===== src/rtl/fenp_pkg.sv =====
package fenp_pkg;

   // number of boards and their slots in the board store
   localparam int unsigned NUM_BOARDS = 9;
   localparam int unsigned BD_OCC     = 0;
   localparam int unsigned BD_TYPE0   = 1;
   localparam int unsigned BD_WHITE   = 7;
   localparam int unsigned BD_BLACK   = 8;

   // result status codes
   typedef enum logic [3:0] {
      ST_OK          = 4'd0,
      ST_END         = 4'd1,
      ST_BAD_SKIP    = 4'd2,
      ST_FILE_OVF    = 4'd3,
      ST_EARLY_SLASH = 4'd4,
      ST_BAD_PIECE   = 4'd5,
      ST_OUTSIDE     = 4'd6,
      ST_NOT_8X8     = 4'd7,
      ST_BAD_SIDE    = 4'd8
   } status_type;

   // character classes as seen in the board field
   typedef enum logic [2:0] {
      CLS_BLANK,
      CLS_SKIP,
      CLS_BAD_SKIP,
      CLS_SLASH,
      CLS_PIECE,
      CLS_OTHER
   } cls_type;

   // piece kinds, in board store order after the occupancy board
   typedef enum logic [2:0] {
      PC_PAWN,
      PC_KNIGHT,
      PC_BISHOP,
      PC_ROOK,
      PC_QUEEN,
      PC_KING
   } piece_type;

   // one classified character, front to back
   typedef struct packed {
      cls_type   cls;
      logic [3:0] skip;
      piece_type piece;
      logic      black;
      logic      side_w;
      logic      side_b;
      logic      first;
      logic      last;
   } cmd_type;

   // one result item
   typedef struct packed {
      status_type                     status;
      logic                           side;
      logic [NUM_BOARDS-1:0][63:0]    boards;
   } res_type;

endpackage


===== src/rtl/fen_placement_to_bitboards.sv =====
// Position-record parser: one ASCII character is taken per clock, sustained,
// whenever the result side keeps up. A character passes a classifier register,
// a small queue (QUEUE_DEPTH entries) and the parse stage, which writes the
// result register. At most one result per record: on the side-to-move letter,
// on the first error, or on the last character of an unfinished record. The
// nine boards use square = rank*8 + file with a1 as bit 0. Characters outside
// a record are dropped until a character flagged as first arrives.
module fen_placement_to_bitboards import fenp_pkg::*; #(
   parameter int unsigned QUEUE_DEPTH = 2
) (
   input  logic        clock,
   input  logic        reset,
   input  logic        req_valid,
   output logic        req_ready,
   input  logic [7:0]  req_char_code,
   input  logic        req_first_char,
   input  logic        req_last_char,
   output logic        rsp_valid,
   input  logic        rsp_ready,
   output logic [3:0]  rsp_status,
   output logic        rsp_side_to_move,
   output logic [63:0] rsp_occupied_board,
   output logic [63:0] rsp_pawn_board,
   output logic [63:0] rsp_knight_board,
   output logic [63:0] rsp_bishop_board,
   output logic [63:0] rsp_rook_board,
   output logic [63:0] rsp_queen_board,
   output logic [63:0] rsp_king_board,
   output logic [63:0] rsp_white_board,
   output logic [63:0] rsp_black_board
);

   logic    f_valid, f_ready, q_valid, q_ready;
   cmd_type f_cmd, q_cmd;
   res_type res;

   // classifier front end
   fenp_front u_front (
      .clock          (clock),
      .reset          (reset),
      .req_valid      (req_valid),
      .req_ready      (req_ready),
      .req_char_code  (req_char_code),
      .req_first_char (req_first_char),
      .req_last_char  (req_last_char),
      .cmd_valid      (f_valid),
      .cmd_ready      (f_ready),
      .cmd            (f_cmd)
   );

   // decoupling queue
   fenp_queue #(.DEPTH(QUEUE_DEPTH)) u_queue (
      .clock     (clock),
      .reset     (reset),
      .in_valid  (f_valid),
      .in_ready  (f_ready),
      .in_cmd    (f_cmd),
      .out_valid (q_valid),
      .out_ready (q_ready),
      .out_cmd   (q_cmd)
   );

   // parse stage and result register
   fenp_back u_back (
      .clock     (clock),
      .reset     (reset),
      .cmd_valid (q_valid),
      .cmd_ready (q_ready),
      .cmd       (q_cmd),
      .rsp_valid (rsp_valid),
      .rsp_ready (rsp_ready),
      .res       (res)
   );

   assign rsp_status         = res.status;
   assign rsp_side_to_move   = res.side;
   assign rsp_occupied_board = res.boards[BD_OCC];
   assign rsp_pawn_board     = res.boards[BD_TYPE0 + 0];
   assign rsp_knight_board   = res.boards[BD_TYPE0 + 1];
   assign rsp_bishop_board   = res.boards[BD_TYPE0 + 2];
   assign rsp_rook_board     = res.boards[BD_TYPE0 + 3];
   assign rsp_queen_board    = res.boards[BD_TYPE0 + 4];
   assign rsp_king_board     = res.boards[BD_TYPE0 + 5];
   assign rsp_white_board    = res.boards[BD_WHITE];
   assign rsp_black_board    = res.boards[BD_BLACK];

endmodule


===== src/rtl/fenp_front.sv =====
module fenp_front import fenp_pkg::*; (
   input  logic       clock,
   input  logic       reset,
   input  logic       req_valid,
   output logic       req_ready,
   input  logic [7:0] req_char_code,
   input  logic       req_first_char,
   input  logic       req_last_char,
   output logic       cmd_valid,
   input  logic       cmd_ready,
   output cmd_type    cmd
);

   logic    valid_ff, valid_in;
   cmd_type cmd_ff, cmd_in;

   assign req_ready = !valid_ff || cmd_ready;
   assign cmd_valid = valid_ff;
   assign cmd       = cmd_ff;

   // classify the character; no parse state is needed here
   always_comb begin
      cmd_in        = '0;
      cmd_in.cls    = CLS_OTHER;
      cmd_in.piece  = PC_PAWN;
      cmd_in.first  = req_first_char;
      cmd_in.last   = req_last_char;
      cmd_in.side_w = (req_char_code == "w");
      cmd_in.side_b = (req_char_code == "b");
      cmd_in.skip   = req_char_code[3:0];
      if (req_char_code == 8'd32 || req_char_code inside {[8'd9:8'd13]}) begin
         cmd_in.cls = CLS_BLANK;
      end else if (req_char_code inside {["1":"8"]}) begin
         cmd_in.cls = CLS_SKIP;
      end else if (req_char_code == "0" || req_char_code == "9") begin
         cmd_in.cls = CLS_BAD_SKIP;
      end else if (req_char_code == "/") begin
         cmd_in.cls = CLS_SLASH;
      end else begin
         cmd_in.cls = CLS_PIECE;
         case (req_char_code)
            "P": begin cmd_in.piece = PC_PAWN;   cmd_in.black = 1'b0; end
            "N": begin cmd_in.piece = PC_KNIGHT; cmd_in.black = 1'b0; end
            "B": begin cmd_in.piece = PC_BISHOP; cmd_in.black = 1'b0; end
            "R": begin cmd_in.piece = PC_ROOK;   cmd_in.black = 1'b0; end
            "Q": begin cmd_in.piece = PC_QUEEN;  cmd_in.black = 1'b0; end
            "K": begin cmd_in.piece = PC_KING;   cmd_in.black = 1'b0; end
            "p": begin cmd_in.piece = PC_PAWN;   cmd_in.black = 1'b1; end
            "n": begin cmd_in.piece = PC_KNIGHT; cmd_in.black = 1'b1; end
            "b": begin cmd_in.piece = PC_BISHOP; cmd_in.black = 1'b1; end
            "r": begin cmd_in.piece = PC_ROOK;   cmd_in.black = 1'b1; end
            "q": begin cmd_in.piece = PC_QUEEN;  cmd_in.black = 1'b1; end
            "k": begin cmd_in.piece = PC_KING;   cmd_in.black = 1'b1; end
            default: cmd_in.cls = CLS_OTHER;
         endcase
      end
   end

   // pipeline register toward the queue
   always_comb begin
      valid_in = valid_ff;
      if (req_ready) begin
         valid_in = req_valid;
      end
   end

   always_ff @(posedge clock) begin
      if (reset) begin
         valid_ff <= 1'b0;
      end else begin
         valid_ff <= valid_in;
      end
      if (req_valid && req_ready) begin
         cmd_ff <= cmd_in;
      end
   end

endmodule


===== src/rtl/fenp_queue.sv =====
module fenp_queue import fenp_pkg::*; #(
   parameter int unsigned DEPTH = 2
) (
   input  logic    clock,
   input  logic    reset,
   input  logic    in_valid,
   output logic    in_ready,
   input  cmd_type in_cmd,
   output logic    out_valid,
   input  logic    out_ready,
   output cmd_type out_cmd
);

   localparam int unsigned PW = (DEPTH > 1) ? $clog2(DEPTH) : 1;
   localparam int unsigned CW = $clog2(DEPTH + 1);
   localparam logic [PW-1:0] LAST_SLOT = PW'(DEPTH - 1);
   localparam logic [CW-1:0] FULL_CNT  = CW'(DEPTH);

   cmd_type       slot_ff [DEPTH];
   logic [PW-1:0] wr_ff, wr_in, rd_ff, rd_in;
   logic [CW-1:0] cnt_ff, cnt_in;
   logic          push, pop;

   assign in_ready  = (cnt_ff != FULL_CNT);
   assign out_valid = (cnt_ff != '0);
   assign out_cmd   = slot_ff[rd_ff];
   assign push      = in_valid && in_ready;
   assign pop       = out_valid && out_ready;

   // pointer and count update
   always_comb begin
      wr_in  = wr_ff;
      rd_in  = rd_ff;
      cnt_in = cnt_ff;
      if (push) begin
         wr_in = (wr_ff == LAST_SLOT) ? '0 : wr_ff + PW'(1);
      end
      if (pop) begin
         rd_in = (rd_ff == LAST_SLOT) ? '0 : rd_ff + PW'(1);
      end
      if (push && !pop) begin
         cnt_in = cnt_ff + CW'(1);
      end else if (pop && !push) begin
         cnt_in = cnt_ff - CW'(1);
      end
   end

   always_ff @(posedge clock) begin
      if (reset) begin
         wr_ff  <= '0;
         rd_ff  <= '0;
         cnt_ff <= '0;
      end else begin
         wr_ff  <= wr_in;
         rd_ff  <= rd_in;
         cnt_ff <= cnt_in;
      end
      if (push) begin
         slot_ff[wr_ff] <= in_cmd;
      end
   end

endmodule


===== src/rtl/fenp_back.sv =====
module fenp_back import fenp_pkg::*; (
   input  logic    clock,
   input  logic    reset,
   input  logic    cmd_valid,
   output logic    cmd_ready,
   input  cmd_type cmd,
   output logic    rsp_valid,
   input  logic    rsp_ready,
   output res_type res
);

   typedef enum logic [1:0] {
      PH_DONE,
      PH_BOARD,
      PH_SIDE
   } phase_type;

   localparam logic [3:0] RANK_TOP   = 4'd7;
   localparam logic [3:0] RANK_FLOOR = 4'hF;
   localparam logic [3:0] FILE_END   = 4'd8;

   phase_type                   phase_ff, phase_in, phase_w;
   logic [3:0]                  file_ff, file_in, file_w;
   logic [3:0]                  rank_ff, rank_in, rank_w;
   logic [NUM_BOARDS-1:0][63:0] board_ff, board_in;
   logic                        rsp_valid_ff, rsp_valid_in;
   res_type                     res_ff, res_in;
   logic                        pop, emit, err;
   status_type                  st;
   logic                        side;
   logic [4:0]                  file_sum;
   logic [63:0]                 sq_bit;
   logic [3:0]                  type_sel;

   assign cmd_ready = !rsp_valid_ff || rsp_ready;
   assign pop       = cmd_valid && cmd_ready;
   assign rsp_valid = rsp_valid_ff;
   assign res       = res_ff;
   assign file_sum  = {1'b0, file_w} + {1'b0, cmd.skip};
   assign sq_bit    = 64'd1 << {rank_w[2:0], file_w[2:0]};
   assign type_sel  = 4'(BD_TYPE0) + {1'b0, cmd.piece};

   // execute one classified character against the parse state
   always_comb begin
      phase_w  = cmd.first ? PH_BOARD : phase_ff;
      file_w   = cmd.first ? 4'd0 : file_ff;
      rank_w   = cmd.first ? RANK_TOP : rank_ff;
      board_in = cmd.first ? '0 : board_ff;
      phase_in = phase_w;
      file_in  = file_w;
      rank_in  = rank_w;
      emit     = 1'b0;
      err      = 1'b0;
      st       = ST_OK;
      side     = 1'b0;
      case (phase_w)
         PH_SIDE: begin
            emit = 1'b1;
            if (cmd.side_w || cmd.side_b) begin
               side = cmd.side_b;
            end else begin
               st = ST_BAD_SIDE;
            end
         end
         PH_BOARD: begin
            case (cmd.cls)
               CLS_BLANK: begin
                  if (rank_w != 4'd0 || file_w != FILE_END) begin
                     err = 1'b1;
                     st  = ST_NOT_8X8;
                  end else begin
                     phase_in = PH_SIDE;
                  end
               end
               CLS_SKIP: begin
                  if (file_sum > 5'd8) begin
                     err = 1'b1;
                     st  = ST_FILE_OVF;
                  end else begin
                     file_in = file_sum[3:0];
                  end
               end
               CLS_BAD_SKIP: begin
                  err = 1'b1;
                  st  = ST_BAD_SKIP;
               end
               CLS_SLASH: begin
                  if (file_w < FILE_END) begin
                     err = 1'b1;
                     st  = ST_EARLY_SLASH;
                  end else begin
                     file_in = 4'd0;
                     if (rank_w != RANK_FLOOR) begin
                        rank_in = rank_w - 4'd1;
                     end
                  end
               end
               CLS_PIECE: begin
                  if (file_w >= FILE_END || rank_w[3]) begin
                     err = 1'b1;
                     st  = ST_OUTSIDE;
                  end else begin
                     board_in[BD_OCC]   = board_in[BD_OCC] | sq_bit;
                     board_in[type_sel] = board_in[type_sel] | sq_bit;
                     if (cmd.black) begin
                        board_in[BD_BLACK] = board_in[BD_BLACK] | sq_bit;
                     end else begin
                        board_in[BD_WHITE] = board_in[BD_WHITE] | sq_bit;
                     end
                     file_in = file_w + 4'd1;
                  end
               end
               default: begin
                  err = 1'b1;
                  st  = ST_BAD_PIECE;
               end
            endcase
            emit = err || cmd.last;
            if (!err && cmd.last) begin
               st = ST_END;
            end
         end
         default: begin
         end
      endcase
      if (emit) begin
         phase_in = PH_DONE;
      end
   end

   // result register, freed as soon as the result transfers
   always_comb begin
      rsp_valid_in = rsp_valid_ff && !rsp_ready;
      res_in       = res_ff;
      if (pop && emit) begin
         rsp_valid_in  = 1'b1;
         res_in.status = st;
         res_in.side   = side;
         res_in.boards = board_in;
      end
   end

   always_ff @(posedge clock) begin
      if (reset) begin
         phase_ff     <= PH_DONE;
         file_ff      <= 4'd0;
         rank_ff      <= RANK_TOP;
         board_ff     <= '0;
         rsp_valid_ff <= 1'b0;
      end else begin
         if (pop) begin
            phase_ff <= phase_in;
            file_ff  <= file_in;
            rank_ff  <= rank_in;
            board_ff <= board_in;
         end
         rsp_valid_ff <= rsp_valid_in;
      end
      res_ff <= res_in;
   end

`ifndef SYNTHESIS
   a_file_range: assert property (@(posedge clock) disable iff (reset)
      file_ff <= FILE_END)
      else $error("file position beyond the board edge");

   a_rank_floor: assert property (@(posedge clock) disable iff (reset)
      !rank_ff[3] || rank_ff == RANK_FLOOR)
      else $error("rank position below its floor");

   a_occ_union: assert property (@(posedge clock) disable iff (reset)
      board_ff[BD_OCC] == (board_ff[BD_WHITE] | board_ff[BD_BLACK]))
      else $error("occupancy differs from union of colour boards");

   a_colour_split: assert property (@(posedge clock) disable iff (reset)
      (board_ff[BD_WHITE] & board_ff[BD_BLACK]) == 64'd0)
      else $error("square marked with both colours");

   a_side_ok_only: assert property (@(posedge clock) disable iff (reset)
      (rsp_valid_ff && res_ff.status != ST_OK) |-> !res_ff.side)
      else $error("side reported on a failed parse");
`endif

endmodule


===== config.mk =====
export PLATFORM = sky130hd
export DESIGN_NAME = fen_placement_to_bitboards
export DESIGN_NICKNAME = d
export VERILOG_FILES = /design/src/rtl/fenp_pkg.sv /design/src/rtl/fen_placement_to_bitboards.sv /design/src/rtl/fenp_front.sv /design/src/rtl/fenp_queue.sv /design/src/rtl/fenp_back.sv
export SDC_FILE = /design/constraint.sdc
export NUM_CORES = 2
export LEC_CHECK = 0
export ABC_AREA = 0
export BUFFER_PORTS_ARGS = -buffer_cell sky130_fd_sc_hd__buf_2
export CORE_UTILIZATION = 59
export DETAILED_ROUTE_END_ITERATION = 12
export PLACE_DENSITY_LB_ADDON = 0.15
export SLEW_MARGIN = 20
export SYNTH_ARGS = -nofsm -noshare
export SYNTH_HDL_FRONTEND = slang
export SYNTH_SLANG_ARGS = --single-unit

===== constraint.sdc =====
create_clock -name clock -period 51.4 [get_ports clock]
set_input_delay 2.57 -clock clock [delete_from_list [all_inputs] [get_ports clock]]
set_output_delay 2.57 -clock clock [all_outputs]
set_load 0.02 [all_outputs]

# Word level (Yosys, flattened, before mapping)
# Memories as Yosys holds them, arrays and structs flattened. A register that Yosys moved wholly into a read port is not among the register bits.
# Index checks and enable logic that the tools add are counted.
# W data, S select, Z words.
# classes
reduce_logical,33
n_shift,1
muxes,56
n_bitwise,4
n_eq_ne,26
addsub,8
order_cmp,9
# op_table
op,n
$mux W576,4
$bwmux W576,1
$bmux W64 S4,1
$demux W64 S4,1
$mux W64,4
$or A64 B64 Y64,4
$eq A8 B7 Y1 const B,13
$shl A1 B6 Y64 const A,1
$mux W4,12
$pmux W4 S11,1
$eq A8 B6 Y1 const B,4
$mux W2,10
$pmux W4 S5,1
$mux W1,14
$pmux W4 S3,1
$reduce_or A12 Y1,1
$logic_and A1 B1 Y1,11
$mux W3,3
$ge A8 B4 Y1 const B,1
$ge A8 B6 Y1 const B,1
$le A8 B4 Y1 const B,1
$le A8 B6 Y1 const B,1
$logic_or A1 B1 Y1,8
$ne A4 B4 Y1 const B,2
28 further kinds,36
# word_totals
out_inout_bits,583
regBits,1188
mem_count,1
input_bits,14
ramBits,30
# memory_table
name,depth,word_bits,rd,rd_clocked_by_memory_dff,wr,line,text
u_queue.slot_ff,2,15,1,1,1,fenp_queue.sv:19,cmd_type slot_ff [DEPTH];

# Logic depth before layout (Yosys ltp)
# logic_depth
word_depth,12
depth_mapped,21
mapped_depth_nobuf,11

# Modules after synthesis
# Synthesis repeated with hierarchy kept, for this count alone.
# hier_totals
cells_unflattened,5246
area_unflattened_um2,54955.2
# modules_own_cells
module,area_per_inst_um2,n_inst,cells_per_inst
fenp_back,52818.2,1,5110
fenp_queue,1305.0,1,71
fenp_front,832.0,1,65

# Worst setup path before layout
# No wires, ideal clock.
# synth_path
kind,register -> register
from,register (tool-made name)
to,"register u_back.res_ff (netlist bit u_back.res[0]), enable pin"
path_stages_with_launch,17
setup_slack_ns,15.299
required_time_ns,49.524
setup_ns,1.876
path_buffers,6
arrival_ns,34.225
cell_sequence,dfxtp_1 > buf_6 > mux2i_1 > buf_2 > buf_4 > buf_2 > buf_2 > clkbuf_1 > and2_1 > ha_1 > ha_1 > nor3_1 > or3_1 > a211o_1 > a21oi_1 > o21a_1 > a31oi_1
# synth_rtl
item,line,text
end signal: assignment,fenp_back.sv:159,res_ff <= res_in;
end: declaration,fenp_back.sv:27,"res_type res_ff, res_in;"

==> metrics.txt <==
# TYPE chip_impl_metric gauge
chip_impl_info{name="outcome",value="complete, no violations"} 1
chip_impl_metric{name="grt_first_pass_wirelength",unit="µm"} 291000
chip_impl_info{name="path_common_cell",value="sky130_fd_sc_hd__buf_4"} 1
chip_impl_metric{name="clock_path_buffers",unit=""} 3
chip_impl_info{name="start_kind",value="flop"} 1
chip_impl_metric{name="drtAntennaViolNets",unit=""} 0
chip_impl_metric{name="power_frac_clock",unit=""} 0.301
chip_impl_metric{name="maximum_number_of_pins_on_one_net_before_global_route_repair",unit=""} 197
chip_impl_metric{name="yosys.cell_types.count",unit=""} 84
chip_impl_metric{name="placement.io_buffers",unit=""} 596
chip_impl_metric{name="netlist.area_leader.share",unit=""} 0.350
chip_impl_metric{name="drt_pre_antenna_iters",unit=""} 10
chip_impl_metric{name="syn_area",unit="µm²"} 53700
chip_impl_metric{name="viasPerCell",unit=""} 7.18
chip_impl_metric{name="post_synth_inst_count",unit=""} 5316
chip_impl_metric{name="power_density",unit="nW/µm²"} 50.4
chip_impl_metric{name="max_fanout_on_critical_path",unit=""} 62
chip_impl_metric{name="drt_wl_total",unit="µm"} 204000
chip_impl_metric{name="grt-ovfl-total",unit=""} 0
chip_impl_metric{name="grt_usage",unit=""} 0.426
chip_impl_metric{name="fp-row-count",unit=""} 110
chip_impl_info{name="worst_r2r_endpoint",value="u_back.res[515]$_DFFE_PP_"} 1
chip_impl_metric{name="number_of_enable_flip_flop_cells_after_synthesis",unit=""} 626
chip_impl_metric{name="worst_ep_arrival_time",unit="ns"} 7.66
chip_impl_info{name="path_class",value="flop to flop"} 1
chip_impl_info{name="crit_slowest_cell",value="sky130_fd_sc_hd__buf_4"} 1
chip_impl_metric{name="net_switching",unit="µW"} 1150
chip_impl_metric{name="wire_per_inst",unit="µm"} 29.7
chip_impl_info{name="setup.worst_path.end_class",value="flop"} 1
chip_impl_info{name="tritoncts",value="built"} 1
chip_impl_metric{name="core_area",unit="µm²"} 90000
chip_impl_metric{name="cts-htree-levels",unit=""} 3
chip_impl_metric{name="clkLatencyLatePin",unit="ns"} 0.72
chip_impl_metric{name="async_reset_ff_frac",unit=""} 0
chip_impl_metric{name="achievable-frequency",unit="MHz"} 138
chip_impl_metric{name="die-height",unit="µm"} 304
chip_impl_metric{name="detailedRoute.firstIterationViolations",unit=""} 8845
chip_impl_metric{name="slew_headroom",unit=""} 0.138
chip_impl_metric{name="antenna_found_initial",unit=""} 16
chip_impl_metric{name="timing.reg2reg.worst_path_depth",unit=""} 13
chip_impl_metric{name="place.gp.congestion",unit=""} 0.938
chip_impl_metric{name="gr-usage-met1",unit=""} 0.555
chip_impl_metric{name="timing_hold_violations_final",unit=""} 0
chip_impl_metric{name="drv_slew",unit=""} 0
chip_impl_metric{name="cts_hold_repair.buffers",unit=""} 0
chip_impl_metric{name="postSynthAreaPerCell",unit="µm²"} 10.1
chip_impl_metric{name="yosysWarningCount",unit=""} 0
chip_impl_metric{name="met2_usage",unit=""} 0.615
chip_impl_metric{name="required",unit="ns"} 51.82
chip_impl_metric{name="nNetsFinal",unit=""} 5598
chip_impl_metric{name="ys_seq_elements",unit=""} 1219
chip_impl_info{name="grt_setup_unrepaired",value="false"} 1
chip_impl_metric{name="effective_utilization_at_floorplan",unit=""} 0.596
chip_impl_info{name="holdPathEnd",value="u_queue.slot_ff[0][14]$_DFFE_PP_"} 1
chip_impl_metric{name="critical_path.max_stage_delay",unit="ns"} 0.90
chip_impl_info{name="synth.top_cells.by_area",value="sky130_fd_sc_hd__edfxtp_1 35%, sky130_fd_sc_hd__dfxtp_1 22%, sky130_fd_sc_hd__a22oi_1 7.6%"} 1
chip_impl_metric{name="worst_pin_slew",unit="ns"} 1.29
chip_impl_info{name="synthDominantAreaCellType",value="sky130_fd_sc_hd__edfxtp_1"} 1
chip_impl_metric{name="r2r_setup_slack",unit="ns"} 44.16
chip_impl_metric{name="drc",unit=""} 0
chip_impl_metric{name="hold_path_depth",unit=""} 0
chip_impl_metric{name="floorplan.die_area",unit="µm²"} 92200
chip_impl_metric{name="fin_crit",unit="ns"} 7.24
chip_impl_metric{name="setup_total_negative_slack",unit="ns"} 0
chip_impl_metric{name="die_x",unit="µm"} 304
chip_impl_metric{name="setup_viol_count_final",unit=""} 0
chip_impl_metric{name="netSwitchingFraction",unit=""} 0.376
chip_impl_metric{name="worst_path_clk_slew",unit="ns"} 0.07
chip_impl_metric{name="route.vias.total",unit=""} 49200
chip_impl_metric{name="post_cts.repair.setup_buffers",unit=""} 0
chip_impl_metric{name="number_of_global_route_vias_before_repair",unit=""} 44844
chip_impl_metric{name="power.share.sequential",unit=""} 0.419
chip_impl_metric{name="timing.clock.skew",unit="ns"} 0.0356
chip_impl_info{name="critPathTopFamily",value="buffers and inverters"} 1
chip_impl_info{name="worst_hold_startpoint",value="u_front.cmd[14]$_SDFFCE_PP0P_"} 1
chip_impl_info{name="min_path_type",value="flop to flop"} 1
chip_impl_metric{name="max_cap_viol_count",unit=""} 0
chip_impl_metric{name="fin_crit_sh",unit=""} 0.141
chip_impl_metric{name="clock_sink_count",unit=""} 1219
chip_impl_metric{name="synth_nets",unit=""} 5346
chip_impl_metric{name="cp.buffers_inverters",unit=""} 6
chip_impl_metric{name="postLayoutCellArea",unit="µm²"} 60900
chip_impl_metric{name="post-route-util",unit=""} 0.676
chip_impl_metric{name="cts_resized",unit=""} 0
chip_impl_metric{name="ir_worst_vdd",unit="V"} 0.0000398
chip_impl_metric{name="drive_gt1_frac",unit=""} 0.175
chip_impl_metric{name="static-leakage-power",unit="µW"} 0.0215
chip_impl_metric{name="cts-buffers-inserted",unit=""} 119
chip_impl_info{name="worstPathCellList",value="buf_4 > mux2_4 > buf_4 > ha_1 > clkinv_2 > buf_4 > nand2_4 > buf_4 > a2111oi_0 > a221oi_1 > nand4_1 > a222oi_1 > inv_1"} 1
chip_impl_info{name="synth.top_cells.by_count",value="626 x sky130_fd_sc_hd__edfxtp_1, 593 x sky130_fd_sc_hd__dfxtp_1, 589 x sky130_fd_sc_hd__nor2_1, 543 x sky130_fd_sc_hd__o21ai_0, 541 x sky130_fd_sc_hd__a22oi_1"} 1
chip_impl_info{name="most_frequently_used_cell_type_in_the_post_synthesis_netlist",value="sky130_fd_sc_hd__edfxtp_1"} 1
chip_impl_metric{name="ioPinCount",unit=""} 597
chip_impl_metric{name="synth.yosys.seq_area_share",unit=""} 0.572
chip_impl_info{name="global_route.peak_usage_layer",value="met2"} 1
chip_impl_metric{name="cell_internal_pwr",unit="µW"} 1920
chip_impl_metric{name="place_area",unit="µm²"} 56700
chip_impl_metric{name="grt_util_met3",unit=""} 0.126
chip_impl_metric{name="combinationalPowerShare",unit=""} 0.280
chip_impl_metric{name="area_growth",unit="%"} 13.4
chip_impl_metric{name="dpl.hpwl",unit="µm"} 119000
chip_impl_info{name="clock_tree.root_cell",value="sky130_fd_sc_hd__clkbuf_16"} 1
chip_impl_info{name="synth_ff_type",value="sky130_fd_sc_hd__edfxtp_1"} 1
state kept, by name, summed over array words and instances, names as in the netlist, named ones only:
| name | flops |
|---|---|
| u_back.rsp_valid | 1 |
| u_back.phase_ff | 2 |
| u_back.res | 581 |
| u_queue.cnt_ff | 2 |
| u_back.rank_ff | 4 |
| u_back.file_ff | 4 |
| u_front.cmd | 15 |
| u_front.cmd_valid | 1 |
| u_back.board_ff | 576 |
| u_queue.slot_ff | 30 |
| u_queue.rd_ff | 1 |
| u_queue.wr_ff | 1 |
stage by stage:
| step | instances | hold slack (ns) | setup slack, ns | total power, µW |
|---|---|---|---|---|
| final | 6855 | 0.459 | 44.16 | 3070 |
| after global routing | 6851 | 0.471 | 43.74 | 3130 |
| after CTS | 6849 | 0.452 | 43.62 | 3020 |
| after detailed placement | 6622 | 0.434 | 43.64 | 2120 |
| after global placement | 6618 | 0.431 | 43.79 | 2110 |
| after floorplan | 5316 | 0.421 | 15.30 | 1960 |
final cells by class:
cell class	count	area (µm²)
Inverter	46	179
Tap cell	1176	1470
Timing Repair Buffer	673	3720
Sequential cell	1219	30700
Multi-Input combinational cell	3509	20700
Fill cell	6918	29100
Clock buffer	152	3270
Clock inverter	75	820
Antenna cell	5	12.5
power groups by stage:
stage | logic [µW] | registers, µW | clock network [µW]
detailed placement | 818 | 1300 | 0
finish | 858 | 1290 | 922
floorplan | 385 | 1580 | 0
global placement | 804 | 1300 | 0
CTS | 820 | 1280 | 920
global route | 876 | 1300 | 958
how the worst max path moves through the flow:
stage | startpoint | slack, ns | cells after the start | endpoint
after CTS | flop | 43.62 | 14 | u_back.res[89]$_DFFE_PP_
after global routing | flop | 43.74 | 14 | u_back.res[412]$_DFFE_PP_
final | flop | 44.16 | 13 | u_back.res[515]$_DFFE_PP_
after global placement | flop | 43.79 | 14 | u_back.res[405]$_DFFE_PP_
after detailed placement | flop | 43.64 | 14 | u_back.res[405]$_DFFE_PP_
after floorplan | flop | 15.30 | 16 | u_back.res[0]$_DFFE_PP_
logic make-up after synthesis:
family / synth area share
compound gates: 0.216
xor+xnor: 0.000979
fa+ha+maj: 0.00373
buf+inv: 0.0483
flops: 0.572
mux: 0.0192
simple gates: 0.140
per-layer routing:
metal / up-vias / routed length, µm
li1: 20367 / -
met1: 23375 / 71300
met4: 14 / 15000
met2: 4508 / 86100
met5: - / 89
met3: 936 / 31300
worst register-to-register path: cells and delay by family, from the launching register on:
family                     cells  cell delay, ns
AOI/OAI and AO/OA              3            1.06
adders and majority gates      1            0.66
buffers and inverters          6            3.30
DFF                            1            0.31
muxes                          1            0.69
and+or+nand+nor                2            0.94
placed cells by master (no fill, tap or decap), types with 25 or more instances in the layout:
cell type                   instances
sky130_fd_sc_hd__a211oi_1          25
sky130_fd_sc_hd__a21oi_1          251
sky130_fd_sc_hd__a22o_1           169
sky130_fd_sc_hd__a22oi_1          541
sky130_fd_sc_hd__a311oi_1          74
sky130_fd_sc_hd__and3_1            79
sky130_fd_sc_hd__buf_2            595
sky130_fd_sc_hd__buf_4             67
sky130_fd_sc_hd__clkbuf_16        124
sky130_fd_sc_hd__clkinv_2          29
sky130_fd_sc_hd__dfxtp_1          593
sky130_fd_sc_hd__edfxtp_1         626
sky130_fd_sc_hd__inv_1             43
sky130_fd_sc_hd__mux4_2            32
sky130_fd_sc_hd__nand2_1          414
sky130_fd_sc_hd__nand3_1          464
sky130_fd_sc_hd__nor2_1           578
sky130_fd_sc_hd__o21ai_0          543
Power figures use the tool's default switching activity.
